===== config.mk =====
export PLATFORM = sky130hd
export DESIGN_NAME = plc_pass
export DESIGN_NICKNAME = d
export VERILOG_FILES = /design/src/plc_pkg.sv /design/src/plc_pass.sv
export SDC_FILE = /design/constraint.sdc
export NUM_CORES = 1
export LEC_CHECK = 0
export BUFFER_PORTS_ARGS = -buffer_cell sky130_fd_sc_hd__buf_2
export CORE_UTILIZATION = 50
export DETAILED_ROUTE_END_ITERATION = 8
export GPL_TIMING_DRIVEN = 0
export PLACE_DENSITY = 0.65
export SYNTH_ARGS = -nofsm -noshare
export SYNTH_HDL_FRONTEND = slang
export SYNTH_SLANG_ARGS = --single-unit

===== constraint.sdc =====
create_clock -name clk -period 15 [get_ports clk]
set_input_delay 3 -clock clk [delete_from_list [all_inputs] [get_ports clk]]
set_output_delay 3 -clock clk [all_outputs]
set_load 0.01 [all_outputs]

===== src/plc_pkg.sv =====
// Shared types, constants and helper functions for the piecewise level compressor.
package plc_pkg;

  // Sizes of the datapath.
  localparam int SEGMENTS   = 6;
  localparam int MAX_PASSES = 5;
  localparam int SAMPLE_W   = 24;
  localparam int THR_W      = 23;
  localparam int PC_W       = 3;
  localparam int PASS_W     = $clog2(MAX_PASSES + 1);
  localparam int CMP_W      = (PASS_W > PC_W) ? PASS_W : PC_W;
  localparam int SEG_W      = $clog2(SEGMENTS);
  localparam int SLOPE_W    = 17;
  localparam int RND_SHIFT  = 16;
  localparam int PROD_W     = SAMPLE_W + SLOPE_W;
  localparam int RND_W      = PROD_W - RND_SHIFT;
  localparam int OFF_W      = 26;
  localparam int SUM_W      = 27;

  // Configuration port.
  localparam int CFG_ADDR_W = 1;
  localparam int CFG_DATA_W = THR_W;

  typedef enum logic [CFG_ADDR_W-1:0] {
    REG_NOISE_THRESHOLD = 1'b0,
    REG_PASS_COUNT      = 1'b1
  } cfg_reg_t;

  // Curve segments, in the order they are tested.
  typedef enum logic [SEG_W-1:0] {
    SEG_FLOOR = 3'd0,
    SEG_NOISE = 3'd1,
    SEG_LOW   = 3'd2,
    SEG_MID   = 3'd3,
    SEG_HIGH  = 3'd4,
    SEG_TOP   = 3'd5
  } seg_t;

  // Breakpoints (Q22) and slopes (Q16).
  localparam longint LIM0_V = 419;
  localparam longint LIM2_V = 419430;
  localparam longint LIM3_V = 1258291;
  localparam longint LIM4_V = 2097152;
  localparam longint LIM5_V = 4194304;
  localparam longint K0_V   = 52429;
  localparam longint K1_V   = 65536;
  localparam longint K2_V   = 78643;
  localparam longint K3_V   = 78643;
  localparam longint K4_V   = 65536;
  localparam longint K5_V   = 52429;
  localparam longint HALF_V = 32768;

  localparam logic [SAMPLE_W-1:0] LIM0 = SAMPLE_W'(LIM0_V);
  localparam logic [SAMPLE_W-1:0] LIM2 = SAMPLE_W'(LIM2_V);
  localparam logic [SAMPLE_W-1:0] LIM3 = SAMPLE_W'(LIM3_V);
  localparam logic [SAMPLE_W-1:0] LIM4 = SAMPLE_W'(LIM4_V);
  localparam logic [SAMPLE_W-1:0] LIM5 = SAMPLE_W'(LIM5_V);

  localparam logic [SLOPE_W-1:0] SLOPE_NOISE_CURVE = SLOPE_W'(K2_V);
  localparam logic [PROD_W-1:0]  RND_HALF          = PROD_W'(HALF_V);

  localparam logic signed [SAMPLE_W-1:0] NEAR_ONE = SAMPLE_W'(4152361);
  localparam logic signed [SUM_W-1:0]    SUM_SAT_HI = SUM_W'((64'sd1 <<< (SAMPLE_W - 1)) - 1);
  localparam logic signed [SUM_W-1:0]    SUM_SAT_LO = SUM_W'(-(64'sd1 <<< (SAMPLE_W - 1)));

  // Reset values of the configuration registers.
  localparam longint THR_RST_V = 4194;
  localparam logic [PASS_W-1:0] PASS_RST = PASS_W'(2);

  // Rounded Q16 product of two constants, used at elaboration only.
  function automatic longint cround(input longint a, input longint b);
    return (a * b + HALF_V) >>> RND_SHIFT;
  endfunction

  // Segment offsets. Each one from the low segment up is a constant plus the term that follows the
  // threshold, d = thr - round(thr * slope of the low segment).
  localparam longint E0_V       = cround(LIM0_V, K0_V);
  localparam longint OFF_NOISE_V = E0_V - cround(LIM0_V, K1_V);
  localparam longint OFF_LOW_V  = OFF_NOISE_V;
  localparam longint OFF_MID_V  = OFF_LOW_V + cround(LIM2_V, K2_V) - cround(LIM2_V, K3_V);
  localparam longint OFF_HIGH_V = OFF_MID_V + cround(LIM3_V, K3_V) - cround(LIM3_V, K4_V);
  localparam longint OFF_TOP_V  = OFF_HIGH_V + cround(LIM4_V, K4_V) - cround(LIM4_V, K5_V);
  localparam longint D_RST_V    = THR_RST_V - cround(THR_RST_V, K2_V);

  localparam logic signed [OFF_W-1:0] OFF_NOISE = OFF_W'(OFF_NOISE_V);
  localparam logic signed [OFF_W-1:0] OFF_LOW   = OFF_W'(OFF_LOW_V);
  localparam logic signed [OFF_W-1:0] OFF_MID   = OFF_W'(OFF_MID_V);
  localparam logic signed [OFF_W-1:0] OFF_HIGH  = OFF_W'(OFF_HIGH_V);
  localparam logic signed [OFF_W-1:0] OFF_TOP   = OFF_W'(OFF_TOP_V);

  // Payload of the two channels.
  typedef struct packed {
    logic signed [SAMPLE_W-1:0] sample_in;
    logic                       block_end;
  } in_t;

  typedef struct packed {
    logic signed [SAMPLE_W-1:0] sample_out;
    logic                       block_end_out;
  } out_t;

  // Sample as it travels from pass to pass.
  typedef struct packed {
    logic signed [SAMPLE_W-1:0] x;
    logic                       blk;
  } stage_t;

  // Curve settings that follow from the threshold register.
  typedef struct packed {
    logic [THR_W-1:0]        thr;
    logic signed [OFF_W-1:0] off_low;
    logic signed [OFF_W-1:0] off_mid;
    logic signed [OFF_W-1:0] off_high;
    logic signed [OFF_W-1:0] off_top;
  } curve_t;

  localparam curve_t CURVE_RST = '{
    thr:      THR_W'(THR_RST_V),
    off_low:  OFF_W'(D_RST_V + OFF_LOW_V),
    off_mid:  OFF_W'(D_RST_V + OFF_MID_V),
    off_high: OFF_W'(D_RST_V + OFF_HIGH_V),
    off_top:  OFF_W'(D_RST_V + OFF_TOP_V)
  };

  // Slope of each segment.
  function automatic logic [SLOPE_W-1:0] seg_slope(input seg_t seg);
    logic [SLOPE_W-1:0] k;
    case (seg)
      SEG_FLOOR: k = SLOPE_W'(K0_V);
      SEG_NOISE: k = SLOPE_W'(K1_V);
      SEG_LOW:   k = SLOPE_W'(K2_V);
      SEG_MID:   k = SLOPE_W'(K3_V);
      SEG_HIGH:  k = SLOPE_W'(K4_V);
      SEG_TOP:   k = SLOPE_W'(K5_V);
      default:   k = '0;
    endcase
    return k;
  endfunction

endpackage


===== src/plc_pass.sv =====
// One pass of the gain curve, split into a segment-select stage and a multiply stage.
module plc_pass import plc_pkg::*; (
  input  logic   clk,
  input  logic   rst,
  input  logic   adv,
  input  logic   in_vld,
  input  stage_t in_data,
  input  logic   pass_on,
  input  curve_t curve,
  output logic   out_vld,
  output stage_t out_data
);

  // Stage A: magnitude, sign and segment search.
  logic                neg;
  logic [SAMPLE_W-1:0] xu;
  logic [SAMPLE_W-1:0] mag;
  logic                hit;
  seg_t                seg;

  always_comb begin
    xu  = in_data.x;
    neg = in_data.x[SAMPLE_W-1];
    mag = neg ? (~xu + 1'b1) : xu;
    hit = 1'b1;
    if (mag <= LIM0) begin
      seg = SEG_FLOOR;
    end else if (mag <= {1'b0, curve.thr}) begin
      seg = SEG_NOISE;
    end else if (mag <= LIM2) begin
      seg = SEG_LOW;
    end else if (mag <= LIM3) begin
      seg = SEG_MID;
    end else if (mag <= LIM4) begin
      seg = SEG_HIGH;
    end else if (mag <= LIM5) begin
      seg = SEG_TOP;
    end else begin
      seg = SEG_FLOOR;
      hit = 1'b0;
    end
  end

  logic                       a_vld;
  logic                       a_on;
  logic                       a_hit;
  logic                       a_neg;
  seg_t                       a_seg;
  logic [SAMPLE_W-1:0]        a_mag;
  logic signed [SAMPLE_W-1:0] a_x;
  logic                       a_blk;

  always_ff @(posedge clk) begin
    if (rst) begin
      a_vld <= 1'b0;
    end else if (adv) begin
      a_vld <= in_vld;
    end
  end

  always_ff @(posedge clk) begin
    if (adv) begin
      a_on  <= pass_on;
      a_hit <= hit;
      a_neg <= neg;
      a_seg <= seg;
      a_mag <= mag;
      a_x   <= in_data.x;
      a_blk <= in_data.blk;
    end
  end

  // Stage B: rounded product, offset, sign and saturation.
  logic [SLOPE_W-1:0]        slope;
  logic [PROD_W-1:0]         prod;
  logic [RND_W-1:0]          rnd;
  logic signed [OFF_W-1:0]   off;
  logic signed [SUM_W-1:0]   sum;
  logic signed [SUM_W-1:0]   res;
  logic signed [SAMPLE_W-1:0] sat;
  logic signed [SAMPLE_W-1:0] y;

  always_comb begin
    slope = seg_slope(a_seg);
    prod  = PROD_W'(a_mag) * PROD_W'(slope);
    rnd   = RND_W'((prod + RND_HALF) >> RND_SHIFT);
    case (a_seg)
      SEG_FLOOR: off = '0;
      SEG_NOISE: off = OFF_NOISE;
      SEG_LOW:   off = curve.off_low;
      SEG_MID:   off = curve.off_mid;
      SEG_HIGH:  off = curve.off_high;
      SEG_TOP:   off = curve.off_top;
      default:   off = '0;
    endcase
    sum = $signed({{(SUM_W - RND_W){1'b0}}, rnd}) + {{(SUM_W - OFF_W){off[OFF_W-1]}}, off};
    res = a_neg ? -sum : sum;
    if (res > SUM_SAT_HI) begin
      sat = SUM_SAT_HI[SAMPLE_W-1:0];
    end else if (res < SUM_SAT_LO) begin
      sat = SUM_SAT_LO[SAMPLE_W-1:0];
    end else begin
      sat = res[SAMPLE_W-1:0];
    end
    if (!a_on) begin
      y = a_x;
    end else if (!a_hit) begin
      y = NEAR_ONE;
    end else begin
      y = sat;
    end
  end

  always_ff @(posedge clk) begin
    if (rst) begin
      out_vld <= 1'b0;
    end else if (adv) begin
      out_vld <= a_vld;
    end
  end

  always_ff @(posedge clk) begin
    if (adv) begin
      out_data.x   <= y;
      out_data.blk <= a_blk;
    end
  end

  // A disabled pass hands the sample on untouched.
  a_off_keeps: assert property (@(posedge clk) disable iff (rst)
    (adv && a_vld && !a_on) |=> (out_data.x == $past(a_x)))
    else $error("disabled pass changed the sample");

  // The curve never turns a non-negative sample negative.
  a_sign_kept: assert property (@(posedge clk) disable iff (rst)
    (adv && a_vld && a_on && !a_neg) |=> !out_data.x[SAMPLE_W-1])
    else $error("non-negative sample came out negative");

  // Only a magnitude above every breakpoint misses all segments.
  a_miss_big: assert property (@(posedge clk) disable iff (rst)
    (a_vld && !a_hit) |-> ((a_mag > LIM5) && (a_mag > {1'b0, curve.thr})))
    else $error("segment search missed a magnitude in range");

  // A stalled stage keeps its valid bit and its sample.
  a_stall_holds: assert property (@(posedge clk) disable iff (rst)
    !adv |=> ($stable(out_vld) && $stable(out_data)))
    else $error("stalled stage changed");

endmodule


==> results.yml <==
outcome:
  status: "complete, but fails checks"
  violations: "design-rule violations"
finish:
  n_fill_cell: 3265
  drive_above_1_share_pct: 12.7
  fin_util_pct: 56.3
  area_growth_pct: 10.1
  finalNetCount: 2769
worst_hold_path:
  hold_path.class: "reg -> reg"
sta:
  setup_tns_ps: 0
  max_freq_mhz: 73.9
  slew_headroom_pct: 15.0
  setup_violations: 0
  skew_ps: 10.7
  hold_viol_final: 0
  finalCritPeriodShare_pct: 90.2
  fin_ws_ps: 1470
  tightest_slew_ps: 1270
  rsz0062_at_grt: "no"
  drv_slew: 0
  finalCriticalPeriod_ps: 13530
setup_path:
  cp.required_ps: 15070
  cpMostUsedCell: "fa_1"
  critPathCaptureType: "flop"
  worst-path-buf-inv: 10
  crit_slowest_cell: "nor3_1"
  critPathKind: "reg -> reg"
  start_kind: "flop"
  crit_path_max_incr_delay_ps: 1000
  cp_max_fo: 10
  arrival_ps: 13600
  cpLargestDelayFamily: "simple AND/OR/NAND/NOR gates"
  rrSetupSlack_ps: 1470
synth:
  synth.area.top_cells: "fa_1 (35%), edfxtp_1 (13%), ha_1 (13%)"
  ys_ff_latch: 80
  syn-num-nets: 2575
  synth_flop_cell: "edfxtp_1"
  yosysTopAreaCell: "fa_1"
  synth_edf_count: 78
  yosysWarnings: 0
  syn_avg_cell_area_sq_um: 9.57
  synthCells: 1914
  netlist_area_sq_um: 18300
  yosysUniqueCellTypes: 88
  yosysTopAreaCellShare_pct: 34.9
  synthArstFlopShare_pct: 0
  yosysSeqAreaShare_pct: 13.0
placed_design:
  hpwlAfterDp_microns: 45400
  gp_congestion: 0.968
  place_ws_ps: 1530
  port-buffer-count: 182
drt:
  dr.pass1.iters: 9
  viasPerCell: 5.58
  postRouteAntennaNets: 0
  post_drt_wl_per_cell_microns: 20.2
  drt_wl_total_microns: 52000
  vias: 14362
  drcViolationCount: 2
  drt_iter0_markers: 863
clocking:
  root_buffer: "clkbuf_16"
  cts_buffers: 9
  cts_resized: 0
  clkSinkCount: 80
  cts.path.max_buffers: 2
  cts_hold_buf: 0
  clk_pin_slew_worst_paths_ps: 70
  htreeDepth: 3
  post_cts_buffers: 0
  cts_tree: "built"
  clk_latency_ps: 340
grt:
  grt_pass1_wl_microns: 82900
  grt_antenna_before_repair: 1
  grt_max_degree: 77
  track_usage_pct: 28.7
  grt_pass1_vias: 14988
  overflow: 0
floorplanning:
  die_x_microns: 193
  row_count: 69
  die_h_microns: 193
  die_area_sq_um: 37400
  initial_utilization_pct: 51.1
  fp.coreArea_sq_um: 35800
  ioPinCount: 183
flow_run:
  maxCapViolations: 0
cell families (layout without fill, tap and decap cells):
logic type                 count (synthesis)  after routing  synth area share [%]
adders and majority gates                504            504                  47.5
and+or+nand+nor                          384            384                  10.4
buffers and inverters                    499            698                  10.4
other                                      1              2                0.0205
AOI/OAI and AO/OA                        328            328                  12.6
DFF                                       80             80                  13.0
muxes                                     35             35                  2.08
xor gates and xnor gates                  83             83                  3.97
layout make-up:
type	count	area, sq um	area share [%]
antenna	1	2.50	0.0124
buffer	70	299	1.48
clock buffer	9	225	1.12
clock inverter	7	101	0.503
inverter	429	1610	7.99
multi-input combinational	1335	14000	69.6
sequential	80	2380	11.8
tap	461	577	2.86
timing repair buffer	183	941	4.67
flip-flops by register name (all words and copies together) (netlist names):
signal	cells
out_data	25
a_mag	24
a_x	22
a_seg	3
a_blk	1
a_hit	1
a_neg	1
a_on	1
a_vld	1
out_vld	1
worst paths after layout:
check / from / depth (start not counted) / to
setup / recovery: a_seg[2] / 43 / out_data[2]
hold / removal: a_blk / 0 / out_data[0]
setup reg to reg: a_seg[2] / 43 / out_data[2]
hold reg to reg: a_blk / 0 / out_data[0]
cell usage in the layout (no fill, tap or decap), drive strengths merged, types with 12 or more instances in the layout:
master	n
o21a	21
o21ai	40
edfxtp	78
buf	207
a22oi	22
mux2	24
a21o	23
xnor2	49
and2	23
fa	319
a21oi	73
inv	432
o22a	13
xor2	34
nor3	17
o31ai	20
nand2b	12
or3	12
nor2b	12
nand2	131
clkbuf	55
ha	185
nand4	14
o22ai	38
nor2	81
nand3	26
per-stage QoR:
| stage | hold WS (ps) | instances | area [sq um] |
|---|---|---|---|
| 4_1_cts | 439 | 2574 | 20200 |
| 2_1_floorplan | 400 | 1914 | 18300 |
| 3_3_place_gp | 406 | 2557 | 19800 |
| 3_5_place_dp | 410 | 2558 | 19800 |
| 5_1_grt | 449 | 2574 | 20200 |
| 6_report | 439 | 2575 | 20200 |
synth_stat cells (6+ instances only):
cell and number:
and2_1 23, clkbuf_1 46, nand2b_1 12, edfxtp_1 78, a211oi_1 8, ha_1 185, o31ai_1 18, nor2b_1 12
fa_1 319, nor2_1 81, o21a_1 21, mux2_2 23, inv_1 429, or4_1 7, nand4_1 13, buf_2 14
a22oi_1 22, a21oi_1 71, xnor2_1 49, o22a_1 13, or3_1 11, nor3_1 17, and3_1 7, a311oi_1 6
nand2_1 131, o21ai_0 38, xor2_1 34, a21o_1 22, mux2i_1 11, o22ai_1 38, nor4_1 10, buf_1 7
nand3_1 26
per-layer routing:
layer / vias up / wire length, microns / track usage, %
met1: 7146 / 21700 / 37.9
met4: 0 / 1920 / 10.7
li1: 6655 / - / -
met5: - / 0 / 0
met3: 97 / 2810 / 3.49
met2: 464 / 25500 / 48.4
Power is not shown: default switching activity piles up to over one toggle a cycle in this logic, so the estimate is an artifact.
